**src/hw/rtl/ec_pkg.sv**
```systemverilog
package ec_pkg;

    localparam int unsigned EpochYear    = 1970;
    localparam int unsigned SecPerHour   = 3600;
    localparam int unsigned SecPerMin    = 60;
    localparam int unsigned MinPerHour   = 60;
    localparam int unsigned DaysPerWeek  = 7;
    localparam int unsigned EpochWdayOfs = 4;    // 1970-01-01 was a Thursday

    // quotients by constants: floor(x * ceil(2^s / d) / 2^s), exact over each operand range
    localparam int unsigned SecPerDayHi  = 675;        // 86400 >> 7
    localparam int unsigned DayRecip     = 50903317;   // 2^35 / 675, x < 2^25
    localparam int unsigned WdayRecip    = 74899;      // 2^19 / 7,   x < 2^16
    localparam int unsigned ModRecip     = 34953;      // 2^19 / 15,  x < 2^15
    localparam int unsigned HourRecip    = 9321;       // 2^21 / 225, x < 2^13

    typedef enum logic [1:0] {
        DIV_SRC_DAYS,
        DIV_SRC_SOD,
        DIV_SRC_MOD,
        DIV_SRC_SPLIT
    } div_src_t;

    // controller -> datapath
    typedef struct packed {
        logic     take_in;
        logic     div_load;
        div_src_t div_src;
        logic     year_step;
        logic     month_step;
        logic     out_load;
    } ec_cmd_t;

    // datapath -> controller
    typedef struct packed {
        logic year_done;
        logic month_done;
    } ec_sts_t;

    function automatic logic [4:0] month_len(input logic [3:0] m, input logic leap);
        logic [4:0] len;
        case (m)
            4'd1:                      len = leap ? 5'd29 : 5'd28;
            4'd3, 4'd5, 4'd8, 4'd10:   len = 5'd30;
            default:                   len = 5'd31;
        endcase
        return len;
    endfunction

endpackage

```
**src/hw/rtl/ec_ctrl.sv**
```systemverilog
module ec_ctrl
    import ec_pkg::*;
(
    input  logic    aclk,
    input  logic    aresetn,
    input  logic    s_valid,
    output logic    s_ready,
    output logic    m_valid,
    input  logic    m_ready,
    input  ec_sts_t sts,
    output ec_cmd_t cmd
);

    typedef enum logic [2:0] {
        S_IDLE,
        S_DAYS,
        S_SOD,
        S_MOD,
        S_SPLIT,
        S_YEAR,
        S_MONTH,
        S_FINISH
    } state_t;

    state_t     state_reg, state_next;
    logic       m_valid_reg, m_valid_next;

    assign s_ready = (state_reg == S_IDLE);
    assign m_valid = m_valid_reg;

    // Steps through each stage of the reciprocal split, then the year and month searches.
    always_comb begin
        state_next   = state_reg;
        m_valid_next = m_valid_reg && !m_ready;
        cmd          = '0;
        cmd.div_src  = DIV_SRC_DAYS;
        case (state_reg)
            S_IDLE: begin
                if (s_valid) begin
                    cmd.take_in = 1'b1;
                    state_next  = S_DAYS;
                end
            end
            S_DAYS: begin
                cmd.div_load = 1'b1;
                cmd.div_src  = DIV_SRC_DAYS;
                state_next   = S_SOD;
            end
            S_SOD: begin
                cmd.div_load = 1'b1;
                cmd.div_src  = DIV_SRC_SOD;
                state_next   = S_MOD;
            end
            S_MOD: begin
                cmd.div_load = 1'b1;
                cmd.div_src  = DIV_SRC_MOD;
                state_next   = S_SPLIT;
            end
            S_SPLIT: begin
                cmd.div_load = 1'b1;
                cmd.div_src  = DIV_SRC_SPLIT;
                state_next   = S_YEAR;
            end
            S_YEAR: begin
                if (sts.year_done) begin
                    state_next = S_MONTH;
                end else begin
                    cmd.year_step = 1'b1;
                end
            end
            S_MONTH: begin
                if (sts.month_done) begin
                    state_next = S_FINISH;
                end else begin
                    cmd.month_step = 1'b1;
                end
            end
            S_FINISH: begin
                // wait for the output register to free up
                if (!m_valid_reg || m_ready) begin
                    cmd.out_load = 1'b1;
                    m_valid_next = 1'b1;
                    state_next   = S_IDLE;
                end
            end
            default: begin
                state_next = S_IDLE;
            end
        endcase
    end

    always_ff @(posedge aclk) begin
        if (!aresetn) begin
            state_reg   <= S_IDLE;
            m_valid_reg <= 1'b0;
        end else begin
            state_reg   <= state_next;
            m_valid_reg <= m_valid_next;
        end
    end

endmodule

```
**src/hw/rtl/ec_dp.sv**
```systemverilog
module ec_dp
    import ec_pkg::*;
(
    input  logic        aclk,
    input  logic        aresetn,
    input  logic        cfg_wr_en,
    input  logic [4:0]  cfg_wr_data,
    input  logic [31:0] s_epoch_seconds,
    input  ec_cmd_t     cmd,
    output ec_sts_t     sts,
    output logic [5:0]  m_second_of_minute,
    output logic [5:0]  m_minute_of_hour,
    output logic [4:0]  m_hour_of_day,
    output logic [3:0]  m_hour_twelve,
    output logic        m_is_pm,
    output logic [2:0]  m_weekday,
    output logic [4:0]  m_day_of_month,
    output logic [3:0]  m_month_of_year,
    output logic [11:0] m_calendar_year
);

    logic [4:0]  zone_reg;

    logic [31:0] num_reg;
    logic [15:0] days_reg;
    logic [16:0] sod_reg;
    logic [10:0] mod_reg;
    logic [12:0] wk_q_reg;
    logic [2:0]  wday_reg;
    logic [5:0]  sec_reg;
    logic [5:0]  min_reg;
    logic [4:0]  hr_reg;
    logic [11:0] year_reg;
    logic [6:0]  c100_reg;
    logic [8:0]  c400_reg;
    logic [3:0]  month_reg;

    logic [5:0]  out_sec_reg, out_min_reg;
    logic [4:0]  out_hr_reg, out_dom_reg;
    logic [3:0]  out_h12_reg, out_mon_reg;
    logic        out_pm_reg;
    logic [2:0]  out_wday_reg;
    logic [11:0] out_year_reg;

    logic [31:0] t_sum;
    logic [50:0] day_prod;
    logic [24:0] day_back;
    logic [9:0]  sod_hi;
    logic [15:0] wk_num;
    logic [31:0] wk_prod;
    logic [2:0]  wk_rem;
    logic [29:0] mod_prod;
    logic [25:0] hr_prod;
    logic [5:0]  sec_val;
    logic [5:0]  min_val;
    logic        leap;
    logic [8:0]  ylen;
    logic [4:0]  mlen;
    logic [3:0]  h12;

    assign t_sum = s_epoch_seconds + 32'(zone_reg) * 32'(SecPerHour);

    // t / 86400 = (t >> 7) / 675; remainder rebuilt from the high part and the low 7 bits
    assign day_prod = 51'(num_reg[31:7]) * 51'(DayRecip);
    assign day_back = 25'(days_reg) * 25'(SecPerDayHi);
    assign sod_hi   = 10'(num_reg[31:7] - day_back);

    assign wk_num  = days_reg + 16'(EpochWdayOfs);
    assign wk_prod = 32'(wk_num) * 32'(WdayRecip);
    assign wk_rem  = 3'(wk_num - 16'(wk_q_reg) * 16'(DaysPerWeek));

    // minutes of day = (sod >> 2) / 15, hour = (sod >> 4) / 225
    assign mod_prod = 30'(sod_reg[16:2]) * 30'(ModRecip);
    assign hr_prod  = 26'(sod_reg[16:4]) * 26'(HourRecip);
    assign sec_val  = 6'(sod_reg - 17'(mod_reg) * 17'(SecPerMin));
    assign min_val  = 6'(mod_reg - 11'(hr_reg) * 11'(MinPerHour));

    // leap: divisible by 4, and not by 100 unless by 400
    assign leap = (year_reg[1:0] == 2'd0) && ((c100_reg != 7'd0) || (c400_reg == 9'd0));
    assign ylen = leap ? 9'd366 : 9'd365;
    assign mlen = month_len(month_reg, leap);

    assign sts.year_done  = (days_reg < {7'd0, ylen});
    assign sts.month_done = (days_reg < {11'd0, mlen}) || (month_reg == 4'd11);

    always_comb begin
        if (hr_reg == 5'd0) begin
            h12 = 4'd12;
        end else if (hr_reg > 5'd12) begin
            h12 = 4'(hr_reg - 5'd12);
        end else begin
            h12 = hr_reg[3:0];
        end
    end

    always_ff @(posedge aclk) begin
        if (!aresetn) begin
            zone_reg <= '0;
        end else if (cfg_wr_en) begin
            zone_reg <= cfg_wr_data;
        end
    end

    always_ff @(posedge aclk) begin
        if (cmd.take_in) begin
            num_reg   <= t_sum;
            year_reg  <= 12'(EpochYear);
            c100_reg  <= 7'(EpochYear % 100);
            c400_reg  <= 9'(EpochYear % 400);
            month_reg <= '0;
        end
        if (cmd.div_load) begin
            case (cmd.div_src)
                DIV_SRC_DAYS: begin
                    days_reg <= day_prod[50:35];
                end
                DIV_SRC_SOD: begin
                    sod_reg  <= {sod_hi, num_reg[6:0]};
                    wk_q_reg <= wk_prod[31:19];
                end
                DIV_SRC_MOD: begin
                    mod_reg  <= mod_prod[29:19];
                    hr_reg   <= hr_prod[25:21];
                    wday_reg <= wk_rem + 3'd1;
                end
                DIV_SRC_SPLIT: begin
                    sec_reg <= sec_val;
                    min_reg <= min_val;
                end
                default: begin
                    days_reg <= days_reg;
                end
            endcase
        end
        if (cmd.year_step) begin
            days_reg <= days_reg - {7'd0, ylen};
            year_reg <= year_reg + 12'd1;
            c100_reg <= (c100_reg == 7'd99)  ? 7'd0 : c100_reg + 7'd1;
            c400_reg <= (c400_reg == 9'd399) ? 9'd0 : c400_reg + 9'd1;
        end
        if (cmd.month_step) begin
            days_reg  <= days_reg - {11'd0, mlen};
            month_reg <= month_reg + 4'd1;
        end
        if (cmd.out_load) begin
            out_sec_reg  <= sec_reg;
            out_min_reg  <= min_reg;
            out_hr_reg   <= hr_reg;
            out_h12_reg  <= h12;
            out_pm_reg   <= (hr_reg >= 5'd12);
            out_wday_reg <= wday_reg;
            out_dom_reg  <= 5'(days_reg + 16'd1);
            out_mon_reg  <= month_reg + 4'd1;
            out_year_reg <= year_reg;
        end
    end

    assign m_second_of_minute = out_sec_reg;
    assign m_minute_of_hour   = out_min_reg;
    assign m_hour_of_day      = out_hr_reg;
    assign m_hour_twelve      = out_h12_reg;
    assign m_is_pm            = out_pm_reg;
    assign m_weekday          = out_wday_reg;
    assign m_day_of_month     = out_dom_reg;
    assign m_month_of_year    = out_mon_reg;
    assign m_calendar_year    = out_year_reg;

endmodule

```
**src/hw/rtl/epoch_to_calendar.sv**
```systemverilog
// Converts 32-bit Unix epoch seconds, shifted by a whole-hour zone offset from
// cfg_wr_data, into local Gregorian date, time and weekday (Sunday is 1), years
// 1970 to 2106. One item is converted at a time: the split states turn the sum into
// day count, second, minute, hour and weekday by multiplying with fixed
// reciprocals; then the year search steps one year at a time from 1970, and the
// month search one month at a time. The result is then loaded into the output
// register, and only after that is a new item taken. A result held by m_ready
// keeps the conversion waiting in its last state, before the load.
module epoch_to_calendar
    import ec_pkg::*;
(
    input  logic        aclk,
    input  logic        aresetn,
    input  logic        cfg_wr_en,
    input  logic [4:0]  cfg_wr_data,
    input  logic        s_valid,
    output logic        s_ready,
    input  logic [31:0] s_epoch_seconds,
    output logic        m_valid,
    input  logic        m_ready,
    output logic [5:0]  m_second_of_minute,
    output logic [5:0]  m_minute_of_hour,
    output logic [4:0]  m_hour_of_day,
    output logic [3:0]  m_hour_twelve,
    output logic        m_is_pm,
    output logic [2:0]  m_weekday,
    output logic [4:0]  m_day_of_month,
    output logic [3:0]  m_month_of_year,
    output logic [11:0] m_calendar_year
);

    ec_cmd_t cmd;
    ec_sts_t sts;

    ec_ctrl u_ctrl (
        .aclk    (aclk),
        .aresetn (aresetn),
        .s_valid (s_valid),
        .s_ready (s_ready),
        .m_valid (m_valid),
        .m_ready (m_ready),
        .sts     (sts),
        .cmd     (cmd)
    );

    ec_dp u_dp (
        .aclk               (aclk),
        .aresetn            (aresetn),
        .cfg_wr_en          (cfg_wr_en),
        .cfg_wr_data        (cfg_wr_data),
        .s_epoch_seconds    (s_epoch_seconds),
        .cmd                (cmd),
        .sts                (sts),
        .m_second_of_minute (m_second_of_minute),
        .m_minute_of_hour   (m_minute_of_hour),
        .m_hour_of_day      (m_hour_of_day),
        .m_hour_twelve      (m_hour_twelve),
        .m_is_pm            (m_is_pm),
        .m_weekday          (m_weekday),
        .m_day_of_month     (m_day_of_month),
        .m_month_of_year    (m_month_of_year),
        .m_calendar_year    (m_calendar_year)
    );

    // one item in flight: intake closes right after an accept
    a_one_item: assert property (@(posedge aclk) disable iff (!aresetn)
        s_valid && s_ready |=> !s_ready)
        else $error("input taken while conversion busy");

    a_date_range: assert property (@(posedge aclk) disable iff (!aresetn)
        m_valid |-> (m_month_of_year >= 4'd1) && (m_month_of_year <= 4'd12) &&
                    (m_day_of_month != 5'd0) && (m_weekday != 3'd0))
        else $error("date field out of range");

    a_year_range: assert property (@(posedge aclk) disable iff (!aresetn)
        m_valid |-> (m_calendar_year >= 12'd1970) && (m_calendar_year <= 12'd2106) &&
                    (m_is_pm == (m_hour_of_day >= 5'd12)))
        else $error("year or hour field inconsistent");

endmodule
```
**config.mk**
```make
export PLATFORM = sky130hd
export DESIGN_NAME = epoch_to_calendar
export DESIGN_NICKNAME = d
export VERILOG_FILES = /design/src/hw/rtl/ec_pkg.sv /design/src/hw/rtl/ec_ctrl.sv /design/src/hw/rtl/ec_dp.sv /design/src/hw/rtl/epoch_to_calendar.sv
export SDC_FILE = /design/constraint.sdc
export NUM_CORES = 1
export LEC_CHECK = 0
export ABC_AREA = 1
export BUFFER_PORTS_ARGS = -buffer_cell sky130_fd_sc_hd__buf_2
export CAP_MARGIN = 5
export CORE_ASPECT_RATIO = 1.1
export CORE_MARGIN = 8
export CORE_UTILIZATION = 60
export DETAILED_ROUTE_END_ITERATION = 12
export PLACE_DENSITY = 0.89
export SYNTH_ARGS = -nofsm -noshare
export SYNTH_HDL_FRONTEND = slang
export SYNTH_SLANG_ARGS = --single-unit
```
**constraint.sdc**
```tcl
create_clock -name aclk -period 18 [get_ports aclk]
set_input_delay 0 -clock aclk [delete_from_list [all_inputs] [get_ports aclk]]
set_output_delay 0 -clock aclk [all_outputs]
set_load 0.05 [all_outputs]
```
==> impl_summary.log <==
INFO  metric worst_hold_startpoint = s_epoch_seconds[16]
INFO  metric max_stage_delay = 0.79 ns
INFO  metric viasPerCell = 5.38
INFO  metric antenna_found_initial = 0
INFO  metric layout-area-overhead-vs-synth = 7.47%
INFO  metric synth_largest_area_cell = ha_1
INFO  metric cts_tree = yes
INFO  metric synth.area.top_cells = ha_1, fa_1, edfxtp_1
INFO  metric min-delay-path-class = in -> reg
INFO  metric die_w = 226 microns
INFO  metric final.period_utilization = 36.7%
INFO  metric floorplan.initialDensity = around three fifths
INFO  metric drive_above_1_share = 4.67%
INFO  metric pin_count_of_the_biggest_net_entering_global_routing = 47
INFO  metric report.final.setup_viol = 0
INFO  metric clock_path_buffers = 2
INFO  metric yosysSeqAreaShare = a little under a fifth
INFO  metric dp.final_hpwl = 63.2 mm
INFO  metric finalWorstSetupSlack = ~11 ns
INFO  metric regToRegStartpoint = u_dp.days_reg[2]
INFO  metric syn_avg_cell_area = approximately 8.5 sq um
INFO  metric area.sequential = around 5300 sq um
INFO  metric io_pins = 90
INFO  metric timing.critical_path.slowest_stage_cell = edfxtp_1
INFO  metric finalWeightedCongestion = 1.03
INFO  metric setup.worst_path.start = u_dp.days_reg[2]
INFO  metric multiInputGateArea = 20,200 sq um
INFO  metric h-tree-depth = 4
INFO  metric wl = between 70 and 80 mm
INFO  metric num_vias = 22,800
INFO  metric route.antenna.remaining_nets = 0
INFO  metric row_count = 84
INFO  metric grt_setup_unrepaired = false
INFO  metric mappedNetlistNets = approximately 4,400
INFO  metric cp_common_cell = fa_1
INFO  metric firstDrtPassIters = 8
INFO  metric synth_async_sr_flop_share = 0%
INFO  metric worst-endpoint-arrival = 6.82 ns
INFO  metric synth_top_area_share = around a quarter
INFO  metric cts_buffers = 17
INFO  metric timing_max_transition_violations_final = 0
INFO  metric critPathKind = reg -> reg
INFO  metric synth-warning-count = 0
INFO  metric floorplan.die_area = 56,000 sq um
INFO  metric post_synth_num_cell_types = 52
INFO  metric synth_seq_cells = around 180
INFO  metric clock_insertion_delay_worst_skew = roughly 0.47 ns
INFO  metric overflow = 0
INFO  metric synth_enable_flop_cells = ~170
INFO  metric drv_cap = 0
INFO  metric root_buffer = clkbuf_16
INFO  metric layout_common_cells = inv_1, nand2_1, ha_1
INFO  metric largest_reg_flops = 32
INFO  metric route.detailed.drc = 0
INFO  metric tightestPinTransition = 1.24 ns
INFO  metric drt-wirelength-per-cell = 17.8 microns
INFO  metric synth_area = 29,200 sq um
INFO  metric status = finished clean
INFO  metric core_footprint = between 40,000 and 50,000 sq um
INFO  metric grt_util_all_layers = 27.5%
INFO  metric worst-path-max-fanout = 14
INFO  metric die_y = ~250 microns
INFO  metric worst_setup_hold_path_clk_slew = about 0.070 ns
INFO  metric synthCells = 3,441
INFO  metric finish.net_count = ~4,500
INFO  metric insertedDiodeCount = 0
INFO  metric slew_headroom = about 17%
INFO  metric finalWorstPathRequiredPeriod = around 6.6 ns
INFO  metric drt_first_iter_violations = 1,482
INFO  metric required_time_at_the_worst_slack_endpoint = 18.21 ns
INFO  metric final_hold_viol_count = 0
INFO  metric kind_of_launch_point_of_the_worst_setup_path = register
INFO  metric cts_num_sinks = 181
INFO  metric max_freq = roughly 150 MHz
INFO  metric fillCellCount = about 3,800
INFO  metric worst_case_setup_slack_after_placement = about 11 ns
INFO  metric buffer_ports.inserted = between 80 and 90
INFO  metric timing.critical_path.to_type = register
INFO  metric first_global_vias = 24,500
INFO  metric timing.setup.tns = 0 ns
INFO  metric grt_first_pass_wirelength = 121 mm
INFO  metric synthFlopType = edfxtp_1
INFO  metric layout_commonest_cell = inv_1
INFO  metric skew = 0.0121 ns
-- layout make-up --
| cell class | count | area share, % |
|---|---|---|
| Clock buffer | 17 | 1.36 |
| Multi-Input combinational cell | 2310 | 64.5 |
| Timing Repair Buffer | 134 | 2.81 |
| Clock inverter | 15 | 0.467 |
| Inverter | 937 | 11.2 |
| Tap cell | 645 | 2.57 |
| Sequential cell | 181 | 17.0 |
-- worst max-delay path, delay by kind of cell (launching register included) --
kind,cells,cell delay [ns]
buffers and inverters,4,0.33
DFF,1,0.79
and+or+nand+nor,11,1.53
adders and majority gates,8,3.31
xor gates and xnor gates,2,0.38
-- timing repair --
action | CTS | global route
setup buffers | 0 | 0
endpoints found under the hold margin | 31 | 0
resized for setup | 0 | 0
hold buffers | 39 | 0
-- cells by family (layout without fill, tap and decap cells) --
kind of cell             Yosys count  count (layout)  synth area share, %
adder cells (fa/ha/maj)          902             902                 46.2
flip-flops                       181             181                 18.3
AO/OA/AOI/OAI                    231             231                 4.43
XOR/XNOR                         118             118                 3.54
AND/OR/NAND/NOR                 1059            1059                 15.1
buffers and inverters            950            1103                 12.4
-- worst paths after layout --
path | to | slack (ns) | depth (start not counted)
worst min-delay path | u_dp.num_reg[16] | 0.05 | 3
worst max register to register | u_dp.wk_q_reg[2] | 11.40 | 25
worst min register to register | u_dp.m_weekday[1] | 0.42 | 0
worst max-delay path | u_dp.wk_q_reg[2] | 11.40 | 25
-- synth_stat cells (3+ instances only) --
cell type and instances:
nand4_1 34, o21ai_0 55, a31oi_1 4, nand2_1 626, xnor2_1 37, buf_2 6
inv_2 6, o211ai_1 9, a21o_1 11, nand3_2 3, o21bai_1 5, nor2_2 6
nand2_2 5, fa_1 294, o21ai_1 3, nor2_1 211, a21oi_1 121, xor2_1 81
nand3_1 113, nor3b_1 3, or2_2 10, ha_1 608, inv_1 930, dfxtp_1 9
nor3_1 26, buf_6 4, a211oi_1 4, o221ai_1 3, and2_1 4, edfxtp_1 172
nor4_1 7
-- layer usage --
layer  part of all wire, %  track usage [%]
met1                    37             29.2
met2                    51             50.5
met3                   5.4             4.33
met4                   7.0             17.4
met5                     0                0
-- stage by stage --
step | std cells | hold WS (ns) | cell area [sq um] | util, %
2_1_floorplan | 3441 | 0.0989 | 29200 | -
3_3_place_gp | 4168 | 0.180 | 30400 | 63.4
3_5_place_dp | 4168 | 0.188 | 30400 | 63.4
4_1_cts | 4239 | 0.0348 | 31400 | 65.4
5_1_grt | 4239 | 0.0740 | 31400 | 65.4
6_report | 4239 | 0.0518 | 31400 | 65.4
Power is left out: the tool's default activity adds up to more than one toggle a clock period on the data nets, which glitch-free logic cannot reach.
